`config.mk`:
```
export PLATFORM = sky130hd
export DESIGN_NAME = serial_frame_receiver_xor_checksum
export DESIGN_NICKNAME = d
export VERILOG_FILES = /design/src/rtl/sfr_pkg.sv /design/src/rtl/sfr_core.sv /design/src/rtl/serial_frame_receiver_xor_checksum.sv
export SDC_FILE = /design/constraint.sdc
export NUM_CORES = 1
export LEC_CHECK = 0
export BUFFER_PORTS_ARGS = -buffer_cell sky130_fd_sc_hd__buf_2
export CAP_MARGIN = 0
export CORE_MARGIN = 2
export CORE_UTILIZATION = 57
export DETAILED_ROUTE_END_ITERATION = 6
export PLACE_DENSITY = 0.77
export SYNTH_ARGS = -nofsm -noshare
export SYNTH_HDL_FRONTEND = slang
export SYNTH_SLANG_ARGS = --single-unit
```
`constraint.sdc`:
```
create_clock -name clk -period 4.9 [get_ports clk]
set_clock_uncertainty 0.1 [all_clocks]
set_input_delay 0.49 -clock clk [delete_from_list [all_inputs] [get_ports clk]]
set_output_delay 0.49 -clock clk [all_outputs]
set_load 0.02 [all_outputs]
```
`src/rtl/sfr_pkg.sv`:
```
// Shared types and constants for the serial frame receiver.
// No dependencies; imported by sfr_core and the top level.
package sfr_pkg;

  localparam int BYTE_W  = 8;
  localparam int LEN_W   = 16;
  localparam int CNT_W   = 17;
  localparam int EVENT_W = 3;
  localparam int CFG_IDX_W = 2;

  // Configuration register indexes.
  localparam logic [CFG_IDX_W-1:0] CFG_SYNC_BYTE     = 2'd0;
  localparam logic [CFG_IDX_W-1:0] CFG_PHONE_ADDRESS = 2'd1;
  localparam logic [CFG_IDX_W-1:0] CFG_HOST_ADDRESS  = 2'd2;
  localparam logic [CFG_IDX_W-1:0] CFG_ACK_TYPE      = 2'd3;

  // Register reset values.
  localparam logic [BYTE_W-1:0] SYNC_BYTE_RST     = 8'd31;
  localparam logic [BYTE_W-1:0] PHONE_ADDRESS_RST = 8'd0;
  localparam logic [BYTE_W-1:0] HOST_ADDRESS_RST  = 8'd29;
  localparam logic [BYTE_W-1:0] ACK_TYPE_RST      = 8'd127;

  typedef enum logic [EVENT_W-1:0] {
    EV_HEADER  = 3'd0,
    EV_PAYLOAD = 3'd1,
    EV_GOOD    = 3'd2,
    EV_BADSUM  = 3'd3,
    EV_ACK     = 3'd4,
    EV_SYNCERR = 3'd5,
    EV_ADDRERR = 3'd6,
    EV_IGNORED = 3'd7
  } event_t;

  typedef enum logic [6:0] {
    PH_SYNC   = 7'b0000001,
    PH_DEST   = 7'b0000010,
    PH_SRC    = 7'b0000100,
    PH_TYPE   = 7'b0001000,
    PH_LEN_HI = 7'b0010000,
    PH_LEN_LO = 7'b0100000,
    PH_BODY   = 7'b1000000
  } phase_t;

  typedef struct packed {
    event_t             event_res;
    logic [BYTE_W-1:0]  payload_byte;
    logic [LEN_W-1:0]   payload_index;
    logic [BYTE_W-1:0]  frame_type;
    logic [LEN_W-1:0]   frame_length;
    logic [BYTE_W-1:0]  frame_source;
    logic [BYTE_W-1:0]  frame_sequence;
  } result_t;

endpackage

```
`src/rtl/sfr_core.sv`:
```
// Deframing state machine: configuration registers, frame state and the
// per-byte step logic. Depends on sfr_pkg.
module sfr_core #(
  parameter int LENGTH_BITS = 16
) (
  input  logic                             clk,
  input  logic                             rst_n,
  input  logic                             cfg_we,
  input  logic [sfr_pkg::CFG_IDX_W-1:0]    cfg_index,
  input  logic [sfr_pkg::BYTE_W-1:0]       cfg_data,
  input  logic                             step,
  input  logic [sfr_pkg::BYTE_W-1:0]       rx_byte,
  output sfr_pkg::result_t                 res
);
  import sfr_pkg::*;

  logic [BYTE_W-1:0] sync_byte_r, phone_addr_r, host_addr_r, ack_type_r;

  phase_t                 phase_r, phase_nxt;
  logic [BYTE_W-1:0]      xor_r, xor_nxt;
  logic [BYTE_W-1:0]      dest_r, dest_nxt;
  logic [BYTE_W-1:0]      source_r, source_nxt;
  logic [BYTE_W-1:0]      type_r, type_nxt;
  logic [BYTE_W-1:0]      seq_r, seq_nxt;
  logic [LENGTH_BITS-1:0] length_r, length_nxt;
  logic [CNT_W-1:0]       count_r, count_nxt;

  logic              known_addr;
  logic [LEN_W-1:0]  len_hi_word;
  logic [CNT_W-1:0]  count_inc;
  logic [CNT_W-1:0]  length_ext;
  logic [CNT_W-1:0]  pidx_wide;

  always_ff @(posedge clk) begin
    if (!rst_n) begin
      sync_byte_r  <= SYNC_BYTE_RST;
      phone_addr_r <= PHONE_ADDRESS_RST;
      host_addr_r  <= HOST_ADDRESS_RST;
      ack_type_r   <= ACK_TYPE_RST;
    end else if (cfg_we) begin
      case (cfg_index)
        CFG_SYNC_BYTE:     sync_byte_r  <= cfg_data;
        CFG_PHONE_ADDRESS: phone_addr_r <= cfg_data;
        CFG_HOST_ADDRESS:  host_addr_r  <= cfg_data;
        CFG_ACK_TYPE:      ack_type_r   <= cfg_data;
        default: ;
      endcase
    end
  end

  always_ff @(posedge clk) begin
    if (!rst_n) begin
      phase_r  <= PH_SYNC;
      xor_r    <= '0;
      dest_r   <= '0;
      source_r <= '0;
      type_r   <= '0;
      seq_r    <= '0;
      length_r <= '0;
      count_r  <= '0;
    end else if (step) begin
      phase_r  <= phase_nxt;
      xor_r    <= xor_nxt;
      dest_r   <= dest_nxt;
      source_r <= source_nxt;
      type_r   <= type_nxt;
      seq_r    <= seq_nxt;
      length_r <= length_nxt;
      count_r  <= count_nxt;
    end
  end

  assign known_addr  = (rx_byte == phone_addr_r) || (rx_byte == host_addr_r);
  assign len_hi_word = {rx_byte, 8'h00};
  assign count_inc   = count_r + CNT_W'(1);
  assign length_ext  = CNT_W'(length_r);
  assign pidx_wide   = count_inc - CNT_W'(1);

  always_comb begin
    phase_nxt  = phase_r;
    xor_nxt    = xor_r ^ rx_byte;
    dest_nxt   = dest_r;
    source_nxt = source_r;
    type_nxt   = type_r;
    seq_nxt    = seq_r;
    length_nxt = length_r;
    count_nxt  = count_r;

    res.event_res      = EV_HEADER;
    res.payload_byte   = '0;
    res.payload_index  = '0;
    res.frame_sequence = '0;

    case (phase_r)
      PH_DEST: begin
        if (known_addr) begin
          dest_nxt  = rx_byte;
          phase_nxt = PH_SRC;
        end else begin
          res.event_res = EV_ADDRERR;
          phase_nxt     = PH_SYNC;
        end
      end
      PH_SRC: begin
        if (known_addr) begin
          source_nxt = rx_byte;
          phase_nxt  = PH_TYPE;
        end else begin
          res.event_res = EV_ADDRERR;
          phase_nxt     = PH_SYNC;
        end
      end
      PH_TYPE: begin
        type_nxt  = rx_byte;
        phase_nxt = PH_LEN_HI;
      end
      PH_LEN_HI: begin
        length_nxt = len_hi_word[LENGTH_BITS-1:0];
        phase_nxt  = PH_LEN_LO;
      end
      PH_LEN_LO: begin
        if (type_r == ack_type_r) begin
          res.event_res = EV_ACK;
          phase_nxt     = PH_SYNC;
        end else begin
          length_nxt = LENGTH_BITS'(length_r + LENGTH_BITS'(rx_byte));
          phase_nxt  = PH_BODY;
        end
      end
      PH_BODY: begin
        count_nxt = count_inc;
        if (count_inc <= length_ext) begin
          res.event_res     = EV_PAYLOAD;
          res.payload_byte  = rx_byte;
          res.payload_index = pidx_wide[LEN_W-1:0];
        end else if (count_inc == length_ext + CNT_W'(1)) begin
          seq_nxt = rx_byte;
        end else begin
          // The checksum byte must equal the XOR of every earlier byte.
          if (xor_r == rx_byte) begin
            if (dest_r != phone_addr_r) begin
              res.event_res      = EV_GOOD;
              res.frame_sequence = seq_r;
            end else begin
              res.event_res = EV_IGNORED;
            end
          end else begin
            res.event_res = EV_BADSUM;
          end
          phase_nxt = PH_SYNC;
        end
      end
      default: begin
        // Waiting for the sync byte; any unused phase code lands here too.
        phase_nxt = PH_SYNC;
        if (rx_byte == sync_byte_r) begin
          xor_nxt   = sync_byte_r;
          count_nxt = '0;
          phase_nxt = PH_DEST;
        end else begin
          res.event_res = EV_SYNCERR;
        end
      end
    endcase

    res.frame_type   = type_nxt;
    res.frame_length = LEN_W'(length_nxt);
    res.frame_source = source_nxt;
  end

endmodule

```
`src/rtl/serial_frame_receiver_xor_checksum.sv`:
```
// Top level of the serial frame receiver: input register, output register
// and valid/stall handshake around sfr_core. Depends on sfr_pkg, sfr_core.
//
//   channel | direction | handshake          | payload
//   --------+-----------+--------------------+--------------------------------
//   in_     | input     | in_valid/in_stall  | in_rx_data
//   out_    | output    | out_valid/out_stall| event, payload byte/index, frame
//   cfg_    | input     | cfg_we             | cfg_index, cfg_data
//
// One byte is accepted per cycle while in_stall is low; each byte is held in the
// input register, and its result is then stored in the result register.
// The frame state advances only when the input register moves into the
// result register, so stalls on the output side freeze the parser in place.
// Reset is synchronous and active low; it clears the phase, checksum and
// counters and loads the register defaults. No clearing pass is needed.
// in_stall rises only when both registers hold data and out_stall is high.
module serial_frame_receiver_xor_checksum #(
  parameter int LENGTH_BITS = 16
) (
  input  logic                            clk,
  input  logic                            rst_n,
  input  logic                            cfg_we,
  input  logic [sfr_pkg::CFG_IDX_W-1:0]   cfg_index,
  input  logic [sfr_pkg::BYTE_W-1:0]      cfg_data,
  input  logic                            in_valid,
  output logic                            in_stall,
  input  logic [sfr_pkg::BYTE_W-1:0]      in_rx_data,
  output logic                            out_valid,
  input  logic                            out_stall,
  output logic [sfr_pkg::EVENT_W-1:0]     out_event_res,
  output logic [sfr_pkg::BYTE_W-1:0]      out_payload_byte,
  output logic [sfr_pkg::LEN_W-1:0]       out_payload_index,
  output logic [sfr_pkg::BYTE_W-1:0]      out_frame_type,
  output logic [sfr_pkg::LEN_W-1:0]       out_frame_length,
  output logic [sfr_pkg::BYTE_W-1:0]      out_frame_source,
  output logic [sfr_pkg::BYTE_W-1:0]      out_frame_sequence
);
  import sfr_pkg::*;

  logic              s1_valid_r, s1_valid_nxt;
  logic [BYTE_W-1:0] s1_byte_r;
  logic              out_valid_r, out_valid_nxt;
  result_t           out_res_r;
  result_t           core_res;

  logic advance;   // the result register can take a new value this cycle
  logic s1_fire;   // the buffered byte is processed and its result stored
  logic in_xfer;   // an input transfer completes this cycle

  assign advance  = !out_valid_r || !out_stall;
  assign s1_fire  = s1_valid_r && advance;
  assign in_stall = s1_valid_r && !advance;
  assign in_xfer  = in_valid && !in_stall;

  always_comb begin
    s1_valid_nxt = s1_valid_r;
    if (in_xfer) begin
      s1_valid_nxt = 1'b1;
    end else if (s1_fire) begin
      s1_valid_nxt = 1'b0;
    end

    out_valid_nxt = out_valid_r;
    if (s1_fire) begin
      out_valid_nxt = 1'b1;
    end else if (!out_stall) begin
      out_valid_nxt = 1'b0;
    end
  end

  always_ff @(posedge clk) begin
    if (!rst_n) begin
      s1_valid_r  <= 1'b0;
      out_valid_r <= 1'b0;
    end else begin
      s1_valid_r  <= s1_valid_nxt;
      out_valid_r <= out_valid_nxt;
    end
  end

  // Payload registers carry no reset; their valid bits guard them.
  always_ff @(posedge clk) begin
    if (in_xfer) begin
      s1_byte_r <= in_rx_data;
    end
    if (s1_fire) begin
      out_res_r <= core_res;
    end
  end

  sfr_core #(
    .LENGTH_BITS(LENGTH_BITS)
  ) u_core (
    .clk      (clk),
    .rst_n    (rst_n),
    .cfg_we   (cfg_we),
    .cfg_index(cfg_index),
    .cfg_data (cfg_data),
    .step     (s1_fire),
    .rx_byte  (s1_byte_r),
    .res      (core_res)
  );

  assign out_valid          = out_valid_r;
  assign out_event_res      = out_res_r.event_res;
  assign out_payload_byte   = out_res_r.payload_byte;
  assign out_payload_index  = out_res_r.payload_index;
  assign out_frame_type     = out_res_r.frame_type;
  assign out_frame_length   = out_res_r.frame_length;
  assign out_frame_source   = out_res_r.frame_source;
  assign out_frame_sequence = out_res_r.frame_sequence;

  // The input side only holds off while a byte is buffered behind a stalled result.
  a_stall_cause: assert property (@(posedge clk) disable iff (!rst_n)
    in_stall |-> (s1_valid_r && out_valid_r && out_stall))
    else $error("in_stall without a blocked result");

  // A new result only appears after a buffered byte was processed.
  a_out_source: assert property (@(posedge clk) disable iff (!rst_n)
    $rose(out_valid_r) |-> $past(s1_valid_r))
    else $error("result appeared without a buffered byte");

  // Payload fields are zero for every event but a payload byte.
  a_payload_zero: assert property (@(posedge clk) disable iff (!rst_n)
    (out_valid_r && (out_res_r.event_res != EV_PAYLOAD))
      |-> (out_res_r.payload_byte == '0 && out_res_r.payload_index == '0))
    else $error("payload fields set on a non-payload event");

  // The sequence number is reported only with a good frame.
  a_seq_zero: assert property (@(posedge clk) disable iff (!rst_n)
    (out_valid_r && (out_res_r.event_res != EV_GOOD))
      |-> (out_res_r.frame_sequence == '0))
    else $error("sequence reported outside a good frame");

endmodule
```
* Word-level counts from Yosys, hierarchy flattened
Cells that the tools add are included.
** Operators by class
- Bitwise logic cells :: 6
- Equality and inequality tests :: 19
- $add $sub $neg :: 4
- $lt $le $gt $ge :: 1
- Div/mod/pow operators :: 0
- Muxes and demuxes :: 28
- Shift operators :: 0
- $mul :: 0
- Reduce and logical (&&, ||, !) cells :: 26
** Operator list (number)
- $pmux 7 s6 :: 1
- $eq 8x8->1 :: 5
- $mux 8 :: 5
- $pmux 17 s2 :: 1
- $pmux 16 s2 :: 1
- $mux 3 :: 8
- $mux 7 :: 3
- $add 16x1->17 const B :: 1
- $add 17x1->17 const B :: 1
- $eq 17x17->1 :: 1
- $le 17x16->1 :: 1
- $mux 17 :: 1
- $add 16x8->16 :: 1
- $mux 16 :: 1
- $sub 16x1->16 const B :: 1
- $pmux 3 s4 :: 1
- $reduce_and 2->1 :: 5
- $reduce_or 5->1 :: 2
- $reduce_and 3->1 :: 3
- $ne 8x8->1 :: 1
- $xor 8x8->8 :: 1
- $eq 7x2->1 const B :: 1
- $eq 7x3->1 const B :: 1
- $eq 7x4->1 const B :: 1
- 19 further kinds :: 36
** Storage, ports and cells
- Bits in registers :: 189
- Memories kept :: 0
- Logic and storage cells :: 106
- Bits in latches :: 0
- Output and inout bits :: 69
- Bits in writable memories :: 0
- Memory bits (read-only) :: 0

* Depth between registers and ports, before layout
Gate-level depths: netlist (run 1).
- Word-level depth :: 7
- Mapped depth :: 15

* By module
Synthesis (run 1) repeated with hierarchy kept, for this count alone.
** Unflattened totals
- Cells, all modules :: 1021
- Area total of the unflattened synthesis :: 9940.8 um2
** By module, submodules not included
- sfr_core :: cells an instance 938, area an instance 7604.8 um2, instances 1, sequential area each 2242.2 um2
- serial_frame_receiver_xor_checksum :: cells an instance 83, area an instance 2336.0 um2, instances 1, sequential area each 2292.2 um2

* Least setup slack after synthesis (run 1)
OpenSTA, ideal clock, no wires.
- Path type :: register to register
- Start :: register u_core.count_r[1]
- End :: register out_res_r (netlist bit out_event_res[2]), data pin
- Stages on the path, launching flop included :: 16
- Slack :: 1.211 ns
- Arrival time :: 3.323 ns
- Library setup time :: 0.266 ns
- Period minus slack after synthesis :: 3.689 ns
- Path through :: dfxtp_1 > ha_1 > clkbuf_1 > inv_1 > or3_1 > nand2_1 > ha_1 > a21o_1 > a21oi_1 > nor2b_1 > o31a_1 > o41ai_1 > and2_1 > clkbuf_1 > or3_1 > o22ai_1
** RTL lines
- start, declared :: line sfr_core.sv:26 : logic [CNT_W-1:0] count_r, count_nxt;
- start signal, assigned :: line sfr_core.sv:69 : count_r <= count_nxt;
- end signal, assigned :: line serial_frame_receiver_xor_checksum.sv:87 : out_res_r <= core_res;
- end, declared :: line serial_frame_receiver_xor_checksum.sv:43 : result_t out_res_r;

* Worst setup path in the final report (run 1)
- Start :: register u_core.count_r[0]
- End :: register out_res_r (netlist bit out_frame_sequence[1]), data pin
** On the way
- Longest elaborated chain between the ends :: 3
** Ends and longest elaborated chain
- $add 17x1->17 * :: line sfr_core.sv:75 : assign count_inc = count_r + CNT_W'(1);
- $le 17x16->1 or $eq 17x17->1 (tied branches) :: line sfr_core.sv:132, sfr_core.sv:136
- $reduce_or 5->1 (no line) *
Every way passes the cells marked *; elsewhere a longest branch is shown, timed or not.
A chain may end at the register's enable or synchronous reset.

==> flow_metrics.env, run 1 <==
export IMPL_synthFlopType="dfxtp_1"
export IMPL_cellLeakagePower_nw=4.26
export IMPL_ctsHtreeMaxLevel=4
export IMPL_fin_crit_ns=4.45
export IMPL_grtUsageMet1_pct=37.8
export IMPL_cap_violations=0
export IMPL_hold_viol=0
export IMPL_io_pins=92
export IMPL_final_cells=1363
export IMPL_coreArea_um2=17200
export IMPL_synthesis_nets=1119
export IMPL_synth_seq_cells=189
export IMPL_netlist_area_leader_share_pct=23.0
export IMPL_worst_slew_margin_rel_pct=26.4
export IMPL_drcViolationCount=0
export IMPL_clk_latency_ns=0.44
export IMPL_met3_usage_pct=5.18
export IMPL_async_flop_share_pct=0
export IMPL_drt_pre_antenna_iters=5
export IMPL_path_cells="ha_1, nand2_1, nor4_2, xnor2_1, inv_2, ha_1, nand2_1, nor3_1, o31a_1, o41ai_1, and2_1, nor4_2, and2_1"
export IMPL_status="completed"
export IMPL_grt_ovfl_total=0
export IMPL_clockBufferDepth=2
export IMPL_rsz0062_at_grt="false"
export IMPL_path_clk_slew_ns=0.07
export IMPL_fmax_ghz=0.225
export IMPL_grt_max_degree=66
export IMPL_antennaDiodeCount=0
export IMPL_syn_to_final_growth_pct=11.6
export IMPL_cpPeakStageDelay_ns=0.70
export IMPL_die_w_um=136
export IMPL_fin_nets=1175
export IMPL_antenna_found_initial=0
export IMPL_clock_root_buffer="clkbuf_16"
export IMPL_drive_gt1_share_pct=15.6
export IMPL_synthCells=1069
export IMPL_vias_per_cell=5.96
export IMPL_yosys_top_cells_count="nor2_1, dfxtp_1, nand2_1, edfxtp_1, a21oi_1"
export IMPL_die_area_um2=18500
export IMPL_p_total_mw=3.39
export IMPL_crit_required_ns=4.99
export IMPL_cts_sinks=189
export IMPL_start_kind="flop"
export IMPL_grt_pass1_vias=7438
export IMPL_drt_initial_drc_count=791
export IMPL_post_drt_wl_per_cell_um=17.9
export IMPL_fillers=1423
export IMPL_grt_pass1_wl_mm=38.9
export IMPL_routed_wl_mm=24.4
export IMPL_die_height_um=136
export IMPL_critical_path_arrival_ns=4.54
export IMPL_ant_nets=0
export IMPL_cts_buffers=17
export IMPL_grt_busiest_layer="met2"
export IMPL_rows=48
export IMPL_gp_congestion=0.938
export IMPL_yosys_area_top_type="dfxtp_1"
export IMPL_yosysWarnings=0
export IMPL_netlist_area_um2=9920
export IMPL_cts_hold_buf=0
export IMPL_vias=8125
export IMPL_ys_top_cells_by_area="dfxtp_1, edfxtp_1, nor2_1"
export IMPL_whs_ns=0.126
export IMPL_min_path_type="in2reg"
export IMPL_port_buffers=91
export IMPL_min_period_over_period_pct=90.8
export IMPL_synth_edf_count=75
export IMPL_grt_util_met2_pct=42.6
export IMPL_cts_tree="done"
export IMPL_setup_violations=0
export IMPL_crit_fanout=11
export IMPL_setup_tns_final_ns=0
export IMPL_yosysSeqAreaShare_pct=45.7
export IMPL_post_cts_resized=0
export IMPL_dp_cells=1331
export IMPL_endpoint_kind="flop"
export IMPL_cp_slowest_cell="o41ai_1"
export IMPL_final_max_slew_viol_count=0
export IMPL_p_per_area_nw_per_um2=306
export IMPL_yosysMostFrequentCell="nor2_1"
export IMPL_track_usage_pct=27.0
export IMPL_ys_types=72
export IMPL_worst_ir_drop_vdd_mv=0.268
export IMPL_hpwl_mm=16.6
export IMPL_postCtsSetupRepairBufs=0
export IMPL_worst_slew_pin_slew_ns=1.10
export IMPL_syn_avg_cell_area_um2=9.28
export IMPL_path_class="reg2reg"
export IMPL_start_util_pct=57.8
## state kept, by name (all words and copies together) (netlist names), 16 cells and up
| name | count |
|---|---|
| out_payload_index | 16 |
| u_core.length_r | 16 |
| out_frame_length | 16 |
| u_core.count_r | 17 |
## placed cells by master, fill, tap and decap left out, drive strengths merged, types with 28 or more instances in the layout
cell type / instances
nand3: 48
nor2: 126
nand2: 100
buf: 99
edfxtp: 75
o21ai: 45
nor3: 28
inv: 36
mux2i: 29
dfxtp: 114
a21oi: 66
xor2: 46
xnor2: 47
## cells by family (layout without fill, tap and decap cells)
kind of cell / count (synthesis) / in the layout / synth area share (%)
xor+xnor: 93 / 93 / 8.43
fa+ha+maj: 27 / 27 / 3.48
buf+inv: 92 / 161 / 3.57
mux: 47 / 47 / 4.97
flops: 189 / 189 / 45.7
simple gates: 425 / 425 / 21.3
compound gates: 196 / 196 / 12.5
## per-layer routing
metal  up-vias  wire, um
li1       3908         -
met1      3869     10800
met2       308     11400
met3        40      1750
met4         0       393
met5         -         0
## critical path, delay by kind of cell (launching register included)
family                     cells  cell delay, ns
xor gates and xnor gates       1            0.28
adders and majority gates      2            0.71
buffers and inverters          1            0.14
AOI/OAI and AO/OA              2            0.81
DFF                            1            0.54
and+or+nand+nor                7            1.63
## per-stage QoR
step | utilization (%) | worst slack [ns] | cell area [um^2]
2_1_floorplan | - | 1.21 | 9920
3_3_place_gp | 61.1 | 0.677 | 10500
3_5_place_dp | 61.1 | 0.560 | 10500
4_1_cts | 64.5 | 0.525 | 11100
5_1_grt | 64.5 | 0.0700 | 11100
6_report | 64.5 | 0.452 | 11100
## layout make-up
type                       count  area [um^2]  share of cell area [%]
clock buffer                  23          490                    4.43
clock inverter                 9         96.3                   0.870
inverter                      30          114                    1.03
multi-input combinational    788         5040                    45.5
sequential                   189         4530                    40.9
tap                          225          282                    2.54
timing repair buffer          99          515                    4.66
## path summary, 6_finish.rpt
kind	from	endpoint	slack [ns]	cells past startpoint
min reg2reg	u_core.ack_type_r[7]	u_core.ack_type_r[7]	0.37	2
max	u_core.count_r[0]	out_frame_sequence[1]	0.45	13
min	in_rx_data[1]	s1_byte_r[1]	0.13	1
max reg2reg	u_core.count_r[0]	out_frame_sequence[1]	0.45	13
## power breakdown
group | leakage (nW) | internal (mW) | switching [mW]
sequential | 1.62 | 1.68 | 0.0559
combinational | 2.35 | 0.0928 | 0.167
clock | 0.294 | 0.772 | 0.617
Power figures use the tool's default switching activity.
==> inputs of run 2 (changes only) <==
- PLACE_DENSITY: 0.77 -> unset
- PLACE_DENSITY_LB_ADDON: unset -> 0.3
==> flow_metrics.env, run 2 (same netlist as run 1, synthesis figures left out) <==
export IMPL_post_drt_wl_per_cell_um=17.9
export IMPL_p_total_mw=3.35
export IMPL_crit_required_ns=5.00
export IMPL_worst_slew_margin_rel_pct=24.9
export IMPL_grt_pass1_vias=7328
export IMPL_setup_tns_final_ns=0
export IMPL_cts_hold_buf=0
export IMPL_hold_start="in_rx_data[0]"
export IMPL_cts_sinks=189
export IMPL_cellLeakagePower_nw=4.27
export IMPL_drive_gt1_share_pct=15.9
export IMPL_cp_slowest_cell="o41ai_1"
export IMPL_fin_nets=1178
export IMPL_clock_root_buffer="clkbuf_16"
export IMPL_layout_commonest_cell="nor2_1"
export IMPL_r2r_cells=13
export IMPL_gp_congestion=0.918
export IMPL_path_cells="ha_1, nand2_1, nor4_2, xnor2_1, inv_2, ha_1, nand2_1, nor3_1, o31a_1, o41ai_1, and2_1, nor4_2, and2_1"
export IMPL_die_area_um2=18500
export IMPL_antenna_found_initial=0
export IMPL_path_class="reg2reg"
export IMPL_grt_ovfl_total=0
export IMPL_grt_max_degree=81
export IMPL_fin_crit_ns=4.49
export IMPL_fmax_ghz=0.223
export IMPL_most_common_layout_cells="nor2_1, dfxtp_1, nand2_1, buf_2, edfxtp_1"
export IMPL_die_w_um=136
export IMPL_die_height_um=136
export IMPL_vias_per_cell=5.96
export IMPL_crit_start="u_core.count_r[0]"
export IMPL_r2r_slack_ns=0.41
export IMPL_io_pins=92
export IMPL_grt_pass1_wl_mm=38.5
export IMPL_final_util_pct=64.5
export IMPL_hpwl_mm=16.9
export IMPL_final_max_slew_viol_count=0
export IMPL_drcViolationCount=0
export IMPL_start_kind="flop"
export IMPL_start_util_pct=57.8
export IMPL_routed_wl_mm=24.5
export IMPL_vias=8135
export IMPL_cts_tree="done"
export IMPL_min_path_type="in2reg"
export IMPL_min_period_over_period_pct=91.5
export IMPL_largest_reg_flops=17
export IMPL_drt_initial_drc_count=728
export IMPL_cap_violations=0
export IMPL_setup_violations=0
export IMPL_drt_pre_antenna_iters=5
export IMPL_regMostFlops="u_core.count_r"
export IMPL_p_per_area_nw_per_um2=302
export IMPL_port_buffers=91
export IMPL_rows=48
export IMPL_whs_ns=0.126
export IMPL_endpoint_kind="flop"
export IMPL_critical_path_arrival_ns=4.58
export IMPL_ant_nets=0
export IMPL_crit_reg2reg_launch="u_core.count_r[0]"
export IMPL_antennaDiodeCount=0
export IMPL_worst_ir_drop_vdd_mv=0.293
export IMPL_syn_to_final_growth_pct=11.6
export IMPL_clk_latency_ns=0.44
export IMPL_dp_cells=1334
export IMPL_min_path_cells=1
export IMPL_hold_viol=0
export IMPL_cts_buffers=17
export IMPL_final_cells=1366
export IMPL_track_usage_pct=27.0
export IMPL_worst_slew_pin_slew_ns=1.12
export IMPL_coreArea_um2=17200
export IMPL_rsz0062_at_grt="false"
export IMPL_clockBufferDepth=2
export IMPL_rr_endpoint="out_frame_sequence[5]"
export IMPL_cpPeakStageDelay_ns=0.75
export IMPL_crit_fanout=11
export IMPL_holdPathEnd="s1_byte_r[0]"
export IMPL_post_cts_resized=0
export IMPL_path_clk_slew_ns=0.07
export IMPL_postCtsSetupRepairBufs=0
export IMPL_status="completed"
export IMPL_ctsHtreeMaxLevel=4
## run 2: worst max path at each step
stage	slack, ns	to
finish	0.41	out_frame_sequence[5]
global route	0.08	out_frame_sequence[2]
CTS	0.50	out_frame_sequence[5]
detailed placement	0.53	out_frame_sequence[5]
global placement	0.64	out_frame_sequence[5]
floorplan	1.21	out_event_res[2]
## run 2: area by class of cell
| cell class | instances | area [um^2] |
|---|---|---|
| inverter | 30 | 114 |
| clock buffer | 21 | 470 |
| sequential | 189 | 4530 |
| timing repair buffer | 102 | 538 |
| tap | 225 | 282 |
| multi-input combinational | 788 | 5040 |
| fill | 1461 | 6100 |
| clock inverter | 11 | 97.6 |
## run 2: routing by layer
metal	up-vias	GRT usage, %	wire [um]
met5	-	0	0
met4	0	9.26	591
met3	49	5.93	1890
met2	357	41.7	11100
met1	3823	37.5	11000
li1	3906	-	-
## run 2: worst max-delay path: cells and delay by family (launching register included)
family	cells	cell delay (ns)
DFF	1	0.53
AOI/OAI and AO/OA	2	0.86
and+or+nand+nor	7	1.63
buffers and inverters	1	0.14
xor gates and xnor gates	1	0.28
adders and majority gates	2	0.72
## run 2: power breakdown
group	switching, mW	internal, mW	total (mW)
clock	0.637	0.708	1.34
sequential	0.0573	1.68	1.74
combinational	0.170	0.0946	0.265
## run 2: stage by stage
step | setup WS [ns] | cell area (um^2)
floorplan | 1.21 | 9920
global placement | 0.643 | 10500
detailed placement | 0.528 | 10500
CTS | 0.501 | 11100
global route | 0.0815 | 11100
finish | 0.415 | 11100
==> inputs of run 3 (changes only) <==
- ABC_AREA: unset -> 1
==> flow_metrics.env, run 3 <==
export IMPL_status="completed"
export IMPL_synth_seq_cells=189
export IMPL_path_clk_slew_ns=0.07
export IMPL_worst_slew_margin_rel_pct=30.2
export IMPL_most_common_layout_cells="nand2_1, nor2_1, inv_1, dfxtp_1, o21ai_0"
export IMPL_vias_per_cell=5.52
export IMPL_cp_slowest_cell="nand3_2"
export IMPL_postCtsSetupRepairBufs=0
export IMPL_crit_reg2reg_launch="u_core.count_r[0]"
export IMPL_ctsHtreeMaxLevel=4
export IMPL_critical_path_arrival_ns=4.10
export IMPL_synth_edf_count=75
export IMPL_min_path_cells=1
export IMPL_async_flop_share_pct=0
export IMPL_final_cells=1646
export IMPL_gp_congestion=0.931
export IMPL_yosysMostFrequentCell="nand2_1"
export IMPL_cts_sinks=189
export IMPL_endpoint_kind="flop"
export IMPL_syn_avg_cell_area_um2=7.62
export IMPL_drt_pre_antenna_iters=6
export IMPL_r2r_slack_ns=1.03
export IMPL_synthCells=1332
export IMPL_hpwl_mm=17.5
export IMPL_path_class="reg2reg"
export IMPL_fin_nets=1457
export IMPL_final_max_slew_viol_count=0
export IMPL_yosys_area_top_type="dfxtp_1"
export IMPL_cap_violations=0
export IMPL_holdPathEnd="s1_byte_r[6]"
export IMPL_clock_root_buffer="clkbuf_16"
export IMPL_ys_types=42
export IMPL_drt_initial_drc_count=843
export IMPL_final_util_pct=65.1
export IMPL_p_sw_mw=0.966
export IMPL_synthAdderAreaFrac_pct=3.40
export IMPL_synth_xor_area_share_pct=5.98
export IMPL_p_int_mw=2.50
export IMPL_drcViolationCount=0
export IMPL_layout_commonest_cell="nand2_1"
export IMPL_rr_endpoint="u_core.phase_r[4]"
export IMPL_dp_cells=1613
export IMPL_antenna_found_initial=1
export IMPL_ys_top_cells_by_area="dfxtp_1, edfxtp_1, nand2_1"
export IMPL_worst_slack_ns=1.03
export IMPL_clockBufferDepth=2
export IMPL_fmax_ghz=0.259
export IMPL_min_path_type="in2reg"
export IMPL_setup_tns_final_ns=0
export IMPL_ant_nets=0
export IMPL_start_kind="flop"
export IMPL_synthFlopType="dfxtp_1"
export IMPL_synth_top_family_by_area="simple AND/OR/NAND/NOR gates"
export IMPL_synth_mux_area_share_pct=0
export IMPL_post_cts_resized=0
export IMPL_final_cell_area_um2=11300
export IMPL_largest_reg_flops=17
export IMPL_hold_start="in_rx_data[6]"
export IMPL_clk_latency_ns=0.44
export IMPL_min_period_over_period_pct=78.9
export IMPL_start_util_pct=58.5
export IMPL_synthesis_nets=1382
export IMPL_die_height_um=137
export IMPL_die_w_um=137
export IMPL_grt_pass1_vias=8070
export IMPL_io_pins=92
export IMPL_vias=9094
export IMPL_synth_simple_area_share_pct=25.7
export IMPL_worst_slew_pin_slew_ns=1.04
export IMPL_netlist_area_leader_share_pct=22.5
export IMPL_place_ws_ns=1.13
export IMPL_crit_fanout=27
export IMPL_path_common_cell="nand2_1"
export IMPL_routed_wl_mm=25.0
export IMPL_port_buffers=91
export IMPL_yosys_top_cells_count="nand2_1, nor2_1, inv_1, dfxtp_1, o21ai_0"
export IMPL_rsz0062_at_grt="false"
export IMPL_post_drt_wl_per_cell_um=15.2
export IMPL_grt_ovfl_total=0
export IMPL_pwr_share_comb_pct=11.5
export IMPL_clkPwrFrac_pct=37.6
export IMPL_cpPeakStageDelay_ns=0.51
export IMPL_track_usage_pct=27.6
export IMPL_switching_share_pct=27.8
export IMPL_path_cells="ha_1, nand2_1, nor2_2, nand3_1, xnor2_1, ha_1, nand2_1, nor2_1, nor3b_1, nand2_1, nand2_1, nand2_1, nand2_1, nand2_1, nand2_1, nand3_2, nand3_2, nand2_1, nand2_1, nor2_1"
export IMPL_grt_max_degree=64
export IMPL_cts_buffers=17
export IMPL_cellLeakagePower_nw=4.98
export IMPL_cts_tree="done"
export IMPL_worst_ir_drop_vdd_mv=0.250
export IMPL_crit_required_ns=5.13
export IMPL_yosysWarnings=0
export IMPL_yosysSeqAreaShare_pct=44.7
export IMPL_grt_pass1_wl_mm=40.4
export IMPL_seqPwrFrac_pct=50.9
export IMPL_regMostFlops="u_core.count_r"
export IMPL_netlist_area_um2=10100
export IMPL_fin_crit_ns=3.87
export IMPL_r2r_cells=20
export IMPL_die_area_um2=18900
export IMPL_placed_area_um2=10800
export IMPL_p_per_area_nw_per_um2=307
export IMPL_cts_hold_buf=0
export IMPL_synth_compound_area_share_pct=11.8
export IMPL_coreArea_um2=17400
export IMPL_rows=48
export IMPL_setup_violations=0
export IMPL_drive_gt1_share_pct=11.5
export IMPL_syn_to_final_growth_pct=11.4
export IMPL_hold_viol=0
-- run 3: power by group through the flow --
stage | clock [mW] | combinational, mW | sequential (mW)
after floorplan | 0 | 0.271 | 1.81
after global placement | 0 | 0.383 | 1.80
after detailed placement | 0 | 0.392 | 1.80
after CTS | 1.32 | 0.396 | 1.77
after global routing | 1.38 | 0.450 | 1.77
final | 1.30 | 0.399 | 1.77
-- run 3: logic make-up after synthesis --
kind of cell | after synthesis
XOR/XNOR | 65
adder cells (fa/ha/maj) | 27
buffers and inverters | 219
flip-flops | 189
AO/OA/AOI/OAI | 224
AND/OR/NAND/NOR | 608
-- run 3: cell type report --
| class | count | area (um^2) |
|---|---|---|
| clock buffer | 19 | 433 |
| fill | 1483 | 6050 |
| clock inverter | 13 | 109 |
| inverter | 178 | 668 |
| antenna | 1 | 2.50 |
| tap | 225 | 282 |
| sequential | 189 | 4530 |
| timing repair buffer | 97 | 500 |
| multi-input combinational | 924 | 4770 |
-- run 3: per-stage QoR --
step,hold WS (ns),total power [mW]
after detailed placement,0.351,2.19
after global placement,0.345,2.18
after global routing,0.112,3.61
after floorplan,0.332,2.08
after CTS,0.113,3.48
final,0.118,3.47
-- run 3: worst max-delay path, delay by kind of cell (launching register included) --
kind                     cells  cell delay, ns
flip-flops                   1            0.41
XOR/XNOR                     1            0.38
AND/OR/NAND/NOR             17            2.32
adder cells (fa/ha/maj)      2            0.55
-- run 3: worst max-delay path by stage --
stage	from	to
6_report	u_core.count_r[0]	u_core.phase_r[4]
5_1_grt	u_core.count_r[0]	u_core.phase_r[5]
4_1_cts	u_core.count_r[0]	u_core.phase_r[4]
3_5_place_dp	u_core.count_r[0]	u_core.phase_r[4]
3_3_place_gp	u_core.count_r[0]	u_core.phase_r[4]
2_1_floorplan	out_stall	u_core.xor_r[4]
-- run 3: layer usage --
metal	global-route usage, %	routed length, um	share of wire, %
met5	0	0	0
met4	10.0	595	2.4
met3	5.30	2270	9.1
met2	41.8	11000	44
met1	39.3	11100	45
